## src/sv/tkdst_pkg.sv

```systemverilog
`timescale 1ns / 1ps
package tkdst_pkg;

  localparam int unsigned ValW  = 32;
  localparam int unsigned RankW = 3;

  // Controller to datapath commands
  typedef struct packed {
    logic ins;   // insert the request value into the table
    logic load;  // load the output register from the current rank
    logic last;  // current rank is the final held entry
  } tkdst_cmd_t;

endpackage

```

## src/sv/tkdst_dp.sv

```systemverilog
`timescale 1ns / 1ps
module tkdst_dp import tkdst_pkg::*; #(
  parameter int unsigned TABLE_DEPTH = 5,
  parameter int unsigned CntW        = $clog2(TABLE_DEPTH + 1),
  parameter int unsigned IdxW        = (TABLE_DEPTH > 1) ? $clog2(TABLE_DEPTH) : 1
) (
  input  logic                   clk_i,
  input  logic                   rst_ni,
  input  tkdst_cmd_t             cmd_i,
  input  logic [IdxW-1:0]        idx_i,
  input  logic signed [ValW-1:0] new_value_i,
  output logic [CntW-1:0]        cnt_o,
  output logic [RankW-1:0]       rank_o,
  output logic signed [ValW-1:0] entry_value_o,
  output logic                   accepted_o,
  output logic                   last_entry_o
);

  logic signed [ValW-1:0] entry_q [TABLE_DEPTH];
  logic signed [ValW-1:0] entry_d [TABLE_DEPTH];
  logic [TABLE_DEPTH-1:0] ge;
  logic [TABLE_DEPTH-1:0] eq;
  logic [CntW-1:0]        cnt_q, cnt_d;
  logic                   acc_q, acc_d;
  logic                   take;
  logic [RankW-1:0]       rank_nxt;

  logic [RankW-1:0]       rank_q;
  logic signed [ValW-1:0] val_q;
  logic                   oacc_q;
  logic                   last_q;

  // Per-slot compare against the offered value; only held slots count
  always_comb begin
    for (int i = 0; i < TABLE_DEPTH; i++) begin
      ge[i] = (CntW'(i) < cnt_q) && (entry_q[i] >= new_value_i);
      eq[i] = (CntW'(i) < cnt_q) && (entry_q[i] == new_value_i);
    end
  end

  // Drop duplicates and values not above the smallest entry of a full table
  assign take = !(|eq) && !ge[TABLE_DEPTH-1];

  always_comb begin
    for (int i = 0; i < TABLE_DEPTH; i++) begin
      entry_d[i] = entry_q[i];
      if (cmd_i.ins && take && !ge[i]) begin
        if (i == 0) begin
          entry_d[i] = new_value_i;
        end else if (ge[i-1]) begin
          entry_d[i] = new_value_i;
        end else begin
          entry_d[i] = entry_q[i-1];
        end
      end
    end
  end

  always_comb begin
    cnt_d = cnt_q;
    acc_d = acc_q;
    if (cmd_i.ins) begin
      acc_d = take;
      if (take && (cnt_q != CntW'(TABLE_DEPTH))) begin
        cnt_d = cnt_q + CntW'(1);
      end
    end
  end

  always_ff @(posedge clk_i or negedge rst_ni) begin
    if (!rst_ni) begin
      cnt_q <= '0;
      acc_q <= 1'b0;
    end else begin
      cnt_q <= cnt_d;
      acc_q <= acc_d;
    end
  end

  always_ff @(posedge clk_i) begin
    for (int i = 0; i < TABLE_DEPTH; i++) begin
      entry_q[i] <= entry_d[i];
    end
  end

  assign rank_nxt = RankW'(idx_i) + RankW'(1);

  // Output register; the table may be updated while it holds a result
  always_ff @(posedge clk_i) begin
    if (cmd_i.load) begin
      rank_q <= rank_nxt;
      val_q  <= entry_q[idx_i];
      oacc_q <= acc_q;
      last_q <= cmd_i.last;
    end
  end

  assign cnt_o         = cnt_q;
  assign rank_o        = rank_q;
  assign entry_value_o = val_q;
  assign accepted_o    = oacc_q;
  assign last_entry_o  = last_q;

  a_cnt_range: assert property (@(posedge clk_i) disable iff (!rst_ni)
    cnt_q <= CntW'(TABLE_DEPTH))
    else $error("entry count above table depth");

  a_cnt_step: assert property (@(posedge clk_i) disable iff (!rst_ni)
    cmd_i.ins && take && (cnt_q != CntW'(TABLE_DEPTH)) |=> cnt_q == $past(cnt_q) + CntW'(1))
    else $error("taken value did not grow the table");

  a_cnt_hold: assert property (@(posedge clk_i) disable iff (!rst_ni)
    !cmd_i.ins |=> $stable(cnt_q))
    else $error("entry count changed without an insert");

endmodule

```

## src/sv/tkdst_ctrl.sv

```systemverilog
`timescale 1ns / 1ps
module tkdst_ctrl import tkdst_pkg::*; #(
  parameter int unsigned TABLE_DEPTH = 5,
  parameter int unsigned CntW        = $clog2(TABLE_DEPTH + 1),
  parameter int unsigned IdxW        = (TABLE_DEPTH > 1) ? $clog2(TABLE_DEPTH) : 1
) (
  input  logic            clk_i,
  input  logic            rst_ni,
  input  logic            in_valid_i,
  output logic            in_stall_o,
  output logic            out_valid_o,
  input  logic            out_stall_i,
  input  logic [CntW-1:0] cnt_i,
  output tkdst_cmd_t      cmd_o,
  output logic [IdxW-1:0] idx_o
);

  localparam logic ST_IDLE = 1'b0;
  localparam logic ST_EMIT = 1'b1;

  logic            state_q, state_d;
  logic [IdxW-1:0] idx_q, idx_d;
  logic            ovld_q, ovld_d;
  logic            load;
  logic            last;
  logic            in_rdy;

  assign last   = ((CntW + 1)'(idx_q) + (CntW + 1)'(1)) == (CntW + 1)'(cnt_i);
  assign load   = (state_q == ST_EMIT) && (!ovld_q || !out_stall_i);
  // Take a request while idle, or in the cycle the final rank moves to the output
  assign in_rdy = (state_q == ST_IDLE) || (load && last);

  assign cmd_o.ins  = in_valid_i && in_rdy;
  assign cmd_o.load = load;
  assign cmd_o.last = last;

  always_comb begin
    state_d = state_q;
    idx_d   = idx_q;
    case (state_q)
      ST_IDLE: begin
        if (cmd_o.ins) begin
          state_d = ST_EMIT;
          idx_d   = '0;
        end
      end
      ST_EMIT: begin
        if (load) begin
          if (last) begin
            state_d = cmd_o.ins ? ST_EMIT : ST_IDLE;
            idx_d   = '0;
          end else begin
            idx_d = idx_q + IdxW'(1);
          end
        end
      end
      default: begin
        state_d = ST_IDLE;
        idx_d   = '0;
      end
    endcase
  end

  always_comb begin
    if (load) begin
      ovld_d = 1'b1;
    end else if (out_stall_i) begin
      ovld_d = ovld_q;
    end else begin
      ovld_d = 1'b0;
    end
  end

  always_ff @(posedge clk_i or negedge rst_ni) begin
    if (!rst_ni) begin
      state_q <= ST_IDLE;
      idx_q   <= '0;
      ovld_q  <= 1'b0;
    end else begin
      state_q <= state_d;
      idx_q   <= idx_d;
      ovld_q  <= ovld_d;
    end
  end

  assign in_stall_o  = !in_rdy;
  assign out_valid_o = ovld_q;
  assign idx_o       = idx_q;

  a_idx_held: assert property (@(posedge clk_i) disable iff (!rst_ni)
    state_q == ST_EMIT |-> (CntW + 1)'(idx_q) < (CntW + 1)'(cnt_i))
    else $error("emit index beyond held entries");

  a_ins_slot: assert property (@(posedge clk_i) disable iff (!rst_ni)
    cmd_o.ins |-> (state_q == ST_IDLE) || (load && last))
    else $error("insert while the list is still being sent");

  a_emit_start: assert property (@(posedge clk_i) disable iff (!rst_ni)
    cmd_o.ins |=> (state_q == ST_EMIT) && (idx_q == '0))
    else $error("insert not followed by list from rank one");

  a_idle_quiet: assert property (@(posedge clk_i) disable iff (!rst_ni)
    state_q == ST_IDLE |-> !load)
    else $error("output load while idle");

endmodule

```

## src/sv/top_k_distinct_sorted_table_unit.sv

```systemverilog
`timescale 1ns / 1ps
// A request is inserted at its accept edge; rank 1 is then loaded into the output register.
// Each request's list holds the entries held after the insert (1 to TABLE_DEPTH); the output
//   register sends one ranked entry per cycle while out_stall_i does not hold it.
// A new request is taken in the same cycle the final entry moves to the output register.
// Reset (rst_ni, asynchronous, active low) empties the table and drops any list in flight.
module top_k_distinct_sorted_table_unit import tkdst_pkg::*; #(
  parameter int unsigned TABLE_DEPTH = 5
) (
  input  logic                   clk_i,
  input  logic                   rst_ni,
  input  logic                   in_valid_i,
  output logic                   in_stall_o,
  input  logic signed [ValW-1:0] new_value_i,
  output logic                   out_valid_o,
  input  logic                   out_stall_i,
  output logic [RankW-1:0]       rank_o,
  output logic signed [ValW-1:0] entry_value_o,
  output logic                   accepted_o,
  output logic                   last_entry_o
);

  localparam int unsigned CntW = $clog2(TABLE_DEPTH + 1);
  localparam int unsigned IdxW = (TABLE_DEPTH > 1) ? $clog2(TABLE_DEPTH) : 1;

  tkdst_cmd_t      cmd;
  logic [IdxW-1:0] idx;
  logic [CntW-1:0] cnt;

  tkdst_ctrl #(
    .TABLE_DEPTH (TABLE_DEPTH),
    .CntW        (CntW),
    .IdxW        (IdxW)
  ) u_ctrl (
    .clk_i       (clk_i),
    .rst_ni      (rst_ni),
    .in_valid_i  (in_valid_i),
    .in_stall_o  (in_stall_o),
    .out_valid_o (out_valid_o),
    .out_stall_i (out_stall_i),
    .cnt_i       (cnt),
    .cmd_o       (cmd),
    .idx_o       (idx)
  );

  tkdst_dp #(
    .TABLE_DEPTH (TABLE_DEPTH),
    .CntW        (CntW),
    .IdxW        (IdxW)
  ) u_dp (
    .clk_i         (clk_i),
    .rst_ni        (rst_ni),
    .cmd_i         (cmd),
    .idx_i         (idx),
    .new_value_i   (new_value_i),
    .cnt_o         (cnt),
    .rank_o        (rank_o),
    .entry_value_o (entry_value_o),
    .accepted_o    (accepted_o),
    .last_entry_o  (last_entry_o)
  );

endmodule
```

## config.mk

```make
export PLATFORM = sky130hd
export DESIGN_NAME = top_k_distinct_sorted_table_unit
export DESIGN_NICKNAME = d
export VERILOG_FILES = /design/src/sv/tkdst_pkg.sv /design/src/sv/tkdst_dp.sv /design/src/sv/tkdst_ctrl.sv /design/src/sv/top_k_distinct_sorted_table_unit.sv
export SDC_FILE = /design/constraint.sdc
export NUM_CORES = 1
export LEC_CHECK = 0
export ABC_CLOCK_PERIOD_IN_PS = 7400
export BUFFER_PORTS_ARGS = -buffer_cell sky130_fd_sc_hd__buf_4
export CORE_MARGIN = 1
export CORE_UTILIZATION = 55
export CTS_CLUSTER_SIZE = 16
export DETAILED_ROUTE_END_ITERATION = 10
export PLACE_DENSITY = 0.69
export SYNTH_ARGS = -nofsm -noshare
export SYNTH_HDL_FRONTEND = slang
export SYNTH_HIERARCHICAL = 1
export SYNTH_SLANG_ARGS = --single-unit
export TNS_END_PERCENT = 20
```

## constraint.sdc

```tcl
create_clock -name clk_i -period 7.4 [get_ports clk_i]
set_clock_uncertainty 0.05 [all_clocks]
set_input_delay 1.48 -clock clk_i [delete_from_list [all_inputs] [get_ports clk_i]]
set_output_delay 1.48 -clock clk_i [all_outputs]
set_load 0.1 [all_outputs]
```

### Word-level counts from Yosys, hierarchy flattened

Memories as Yosys holds them, arrays and structs flattened. A register that Yosys moved wholly into a read port is not among the register bits.
Cells that the tools add are included.

| word-level totals | value |
|---|---|
| flip-flop bits (word level) | 14 |
| memory bits (writable) | 160 |
| bits of input ports | 36 |
| output and inout bits | 39 |
| logic and storage cells | 87 |
| memories kept | 1 |

| operators by class | value |
|---|---|
| add/sub/neg operators | 3 |
| order comparisons | 10 |
| eq/ne operators | 10 |
| muxes and demuxes | 19 |
| bitwise gates (word level) | 1 |
| reduce and logical (&&, ||, !) cells | 35 |

Memory list:

| memory | depth | bits a word | read ports | clocked after Yosys merged registers in | write ports | line | RTL |
|---|---|---|---|---|---|---|---|
| u_dp.entry_q | 5 | 32 | 6 | 1 | 5 | tkdst_dp.sv:19 | `logic signed [ValW-1:0] entry_q [TABLE_DEPTH];` |

Operators with widths:

| cell | number |
|---|---|
| $mux W32 | 9 |
| $eq A32 B32 Y1 | 5 |
| $ge A32 B32 Y1 | 5 |
| $logic_and A1 B1 Y1 | 21 |
| $logic_not A1 Y1 | 9 |
| $mux W3 | 3 |
| $add A3 B1 Y3 const B | 2 |
| $lt A1 B3 Y1 const A | 2 |
| $lt A2 B3 Y1 const A | 2 |
| $pmux W3 S2 | 1 |
| $mux W1 | 5 |
| $reduce_or A5 Y1 | 1 |
| $add A3 B1 Y4 const B | 1 |
| $eq A4 B3 Y1 | 1 |
| $ne A2 B1 Y1 const B | 2 |
| $reduce_and A2 Y1 | 2 |
| $lt A3 B3 Y1 const A | 1 |
| $ne A3 B3 Y1 const B | 1 |
| $logic_or A1 B1 Y1 | 2 |
| $ne A2 B2 Y1 const B | 1 |
| $pmux W1 S2 | 1 |
| $not A1 Y1 | 1 |

### Longest topological paths before layout

| depth | value |
|---|---|
| word-level depth | 10 |
| mapped depth | 12 |
| gate-level depth less buffers | 10 |

### Cells and area by module

Netlist, hierarchy kept.

By module, submodules not included:

| module | instances | cells an instance | area each (um2) |
|---|---|---|---|
| tkdst_dp | 1 | 900 | 12699.7 |
| tkdst_ctrl | 1 | 37 | 339.1 |

### Worst setup path after synthesis

Ideal clock, no wire load.

| path | value |
|---|---|
| path type | in2out |
| start | input out_stall_i |
| end | output in_stall_o |
| arrival | 3.822 ns |
| slack | 2.048 ns |
| stages on the path | 2 |
| cell sequence | nand2_1 a21boi_0 |

| on the way | value |
|---|---|
| cells in the longest elaborated chain, start to end | 6 |

RTL lines:

| item | line | RTL |
|---|---|---|
| start: declaration | top_k_distinct_sorted_table_unit.sv:16 | `input logic out_stall_i,` |
| $logic_not A1 Y1 | tkdst_ctrl.sv:29 | `assign load = (state_q == ST_EMIT) && (!ovld_q \|\| !out_stall_i);` |
| $logic_or A1 B1 Y1 | tkdst_ctrl.sv:29 |  |
| $logic_and A1 B1 Y1 | tkdst_ctrl.sv:29 |  |
| $logic_and A1 B1 Y1 | tkdst_ctrl.sv:31 | `assign in_rdy = (state_q == ST_IDLE) \|\| (load && last);` |
| $logic_or A1 B1 Y1 | tkdst_ctrl.sv:31 |  |
| $logic_not A1 Y1 | tkdst_ctrl.sv:86 | `assign in_stall_o = !in_rdy;` |
| end: declaration | top_k_distinct_sorted_table_unit.sv:13 | `output logic in_stall_o,` |

No other way between the ends.

==> key figures <==
Status
  • Outcome: finished clean

STA
  • Final worst path period share: 0.681
  • Hold slack: 471 ps
  • RSZ-0062 raised after global routing: false
  • Post-Route Setup TNS: 0 ps
  • Post-layout min period: 5040 ps
  • Final slew viol count: 0
  • # setup viols final: 0
  • PnR worst setup slack: roughly 2400 ps
  • Worst-Margin Slew: about 1200 ps
  • F_max: 198 MHz
  • Slew headroom: 0.182
  • Fin. Hold Viols: 0

Placement
  • I/O Buffers: 74
  • Post-DP HPWL: roughly 22000 µm
  • Pre-CTS WS: approximately 1900 ps
  • Routability cong.: 0.879

Yosys
  • Post-Syn Nets: 1137
  • Total number of yosys warnings: 6
  • Post-Syn Instances: approximately 940
  • Predominant post-synthesis flop cell: edfxtp_1
  • Synth top area share: 0.454
  • FF+latch count, synth: slightly above 200
  • Mapped cell area: 0.0130 mm²
  • Compound-cell area share of the yosys netlist: 0.0807
  • Most frequent cell after synthesis: edfxtp_1
  • Mux contribution to synthesized area: 0.204
  • Post-synth EDFFs: 197
  • Top cell type by total area after synthesis: edfxtp_1
  • Sequential area share after synthesis: 0.471
  • Largest family of logic cells by synthesized area: multiplexers
  • Top cells by area, synth: edfxtp_1 (45%), ha_1 (16%), mux2_2 (11%)
  • Post-synthesis xor/xnor area fraction: 0.00374
  • Most instantiated cells after synthesis: edfxtp_1 (197), ha_1 (164), mux2_2 (129)
  • Netlist cell types: 67
  • Syn_area_per_cell: 13.9 µm²
  • Async SR Flop Fraction: 0.0437
  • Synth Area in Simple Gates: 0.0562
  • Post-Synth Adder-Cell Area: 0.157

Drt
  • Antenna Nets Post-Route: 0
  • Starting DRC count in detailed routing: a little under 600
  • DRC Markers: 0
  • Routed WL: approximately 32000 µm
  • Wire per inst: 23.8 µm
  • DR vias: about 8300
  • Vias/cell: 6.18
  • DRT Pass-1 Iters: 5

Global routing
  • Largest net degree at the start of global routing: 41
  • Initial antenna violation count: 0
  • GRT Overall Usage: 0.275
  • Remaining Overflow, GRT: 0
  • Vias in the first global route: 8597
  • Global-route wire length before repair: 50300 µm

Final layout
  • Area growth syn-to-layout: 12.2%
  • Layout cells sized above 1: 0.316
  • Area of the multi-input gates: around 0.0066 mm²
  • FILL cells: about 1800
  • Sequential cell area: 0.00614 mm²
  • Ant. Diodes: 0
  • Final #Nets: roughly 1200

Pwr
  • P per Cell Area: between 300 and 400 mW/mm²
  • Pwr Total: ~5600 µW
  • LEAKAGE: slightly below 0.006 µW
  • Worst VDD drop: 306 µV

Worst setup path
  • Crit path launch type: input port
  • CP arrival: 5110 ps
  • CP max FO: 33
  • CP delay by family, top: simple AND/OR/NAND/NOR gates
  • Crit-path cells: buf_4 -> inv_1 -> ha_1 -> a21oi_1 -> a21boi_0 -> a2111oi_0 -> o211ai_1 -> o31a_1 -> a32oi_1 -> nand2_2 -> nor2_4
  • Buf/Inv on CP: 2
  • CP max stage delay: ~1200 ps
  • Crit Path Class: input port to flop
  • Worst Setup End Kind: flop
  • Slowest CP cell: nor2_4
  • Critical Path RT: 7470 ps

Clock network
  • Clock transition at the registers of the reported paths: around 60 ps
  • TritonCTS sink count: just over 200
  • Hold_buf cts: 0
  • Total setup buffers inserted after CTS: 0
  • CTS tree: built
  • Inserted Clock Buffers: 23
  • Root Driver: clkbuf_16
  • # H-tree levels: 1
  • Worst skew pair latency: 510 ps
  • Clock buffer depth: 3
  • CTS-repair resized insts: 0

Floorplanning
  • Die H: about 160 µm
  • FP Rows: 55
  • Effective utilization at floorplan: 0.569
  • # IOs: 75
  • Core Region: around 0.023 mm²
  • Full die area: 0.0243 mm²
  • Die X: ~160 µm

Hold path
  • Worst hold path type: flop to flop

Job
  • Max cap viols: 0
-- kinds of logic (layout without fill, tap and decap cells) --
family	after synthesis	in the layout
buffers and inverters	77	173
AO/OA/AOI/OAI	157	157
multiplexers	194	194
AND/OR/NAND/NOR	135	135
flip-flops	206	206
XOR/XNOR	4	4
adder cells (fa/ha/maj)	164	164
-- layout by cell type (no fill, tap or decap), types with 25 or more instances in the layout --
master	instances
o21ai_0	29
buf_4	82
a21oi_1	50
a21o_1	29
mux2_4	30
nand4_1	32
nand2_1	25
mux2_2	129
ha_1	164
mux4_2	32
inv_1	50
edfxtp_1	197
-- final timing paths --
check                                     start                  end  slack (ps)  cells after the start
worst max-delay path            new_value_i[14]  u_dp/entry_q[3][19]        2360                     11
worst min-delay path                 u_dp/acc_q      u_dp/accepted_o         470                      0
worst max register to register  u_ctrl/idx_o[0]  u_dp/entry_q[2][12]        2780                     10
worst min register to register       u_dp/acc_q      u_dp/accepted_o         470                      0
max in group asynchronous                rst_ni      u_ctrl/idx_o[2]        6420                      1
min in group asynchronous                rst_ni   u_ctrl/out_valid_o         730                      1
-- routing by layer --
metal | wire length, µm | vias to the layer above | part of all wire | GRT usage
met1 | 15000 | 4146 | 0.47 | 0.397
met3 | 1810 | 42 | 0.056 | 0.0339
met2 | 14500 | 246 | 0.45 | 0.438
met5 | 0 | - | 0 | 0
met4 | 648 | 0 | 0.020 | 0.0752
li1 | - | 3884 | - | -
-- layout make-up --
type / instances / share of cell area
clock buffers: 31 / 0.0414
flip-flops and latches: 206 / 0.420
clock inverters: 10 / 0.00727
multi-input cells: 654 / 0.450
inverters: 50 / 0.0128
well taps: 313 / 0.0268
repair buffers: 82 / 0.0421
-- sequential cells by signal (all words and copies together) (netlist names) --
| signal | count |
|---|---|
| u_ctrl/state_q | 1 |
| u_dp/entry_q | 160 |
| u_dp/entry_value_o | 32 |
| u_dp/last_entry_o | 1 |
| u_dp/acc_q | 1 |
| u_dp/rank_o | 3 |
| u_ctrl/idx_o | 3 |
| u_dp/cnt_o | 3 |
| u_dp/accepted_o | 1 |
| u_ctrl/out_valid_o | 1 |
-- power by group --
part           switching (µW)  internal, µW
clock                     453           644
sequential                247          1680
combinational            1610           927
total                    2310          3250
-- through the flow --
stage / area, µm² / util / instances
detailed placement: 13900 / 0.607 / 1305
global placement: 13900 / 0.607 / 1305
floorplan: 13000 / - / 937
CTS: 14600 / 0.639 / 1346
global route: 14600 / 0.639 / 1346
finish: 14600 / 0.639 / 1346
Power figures use the tool's default switching activity.
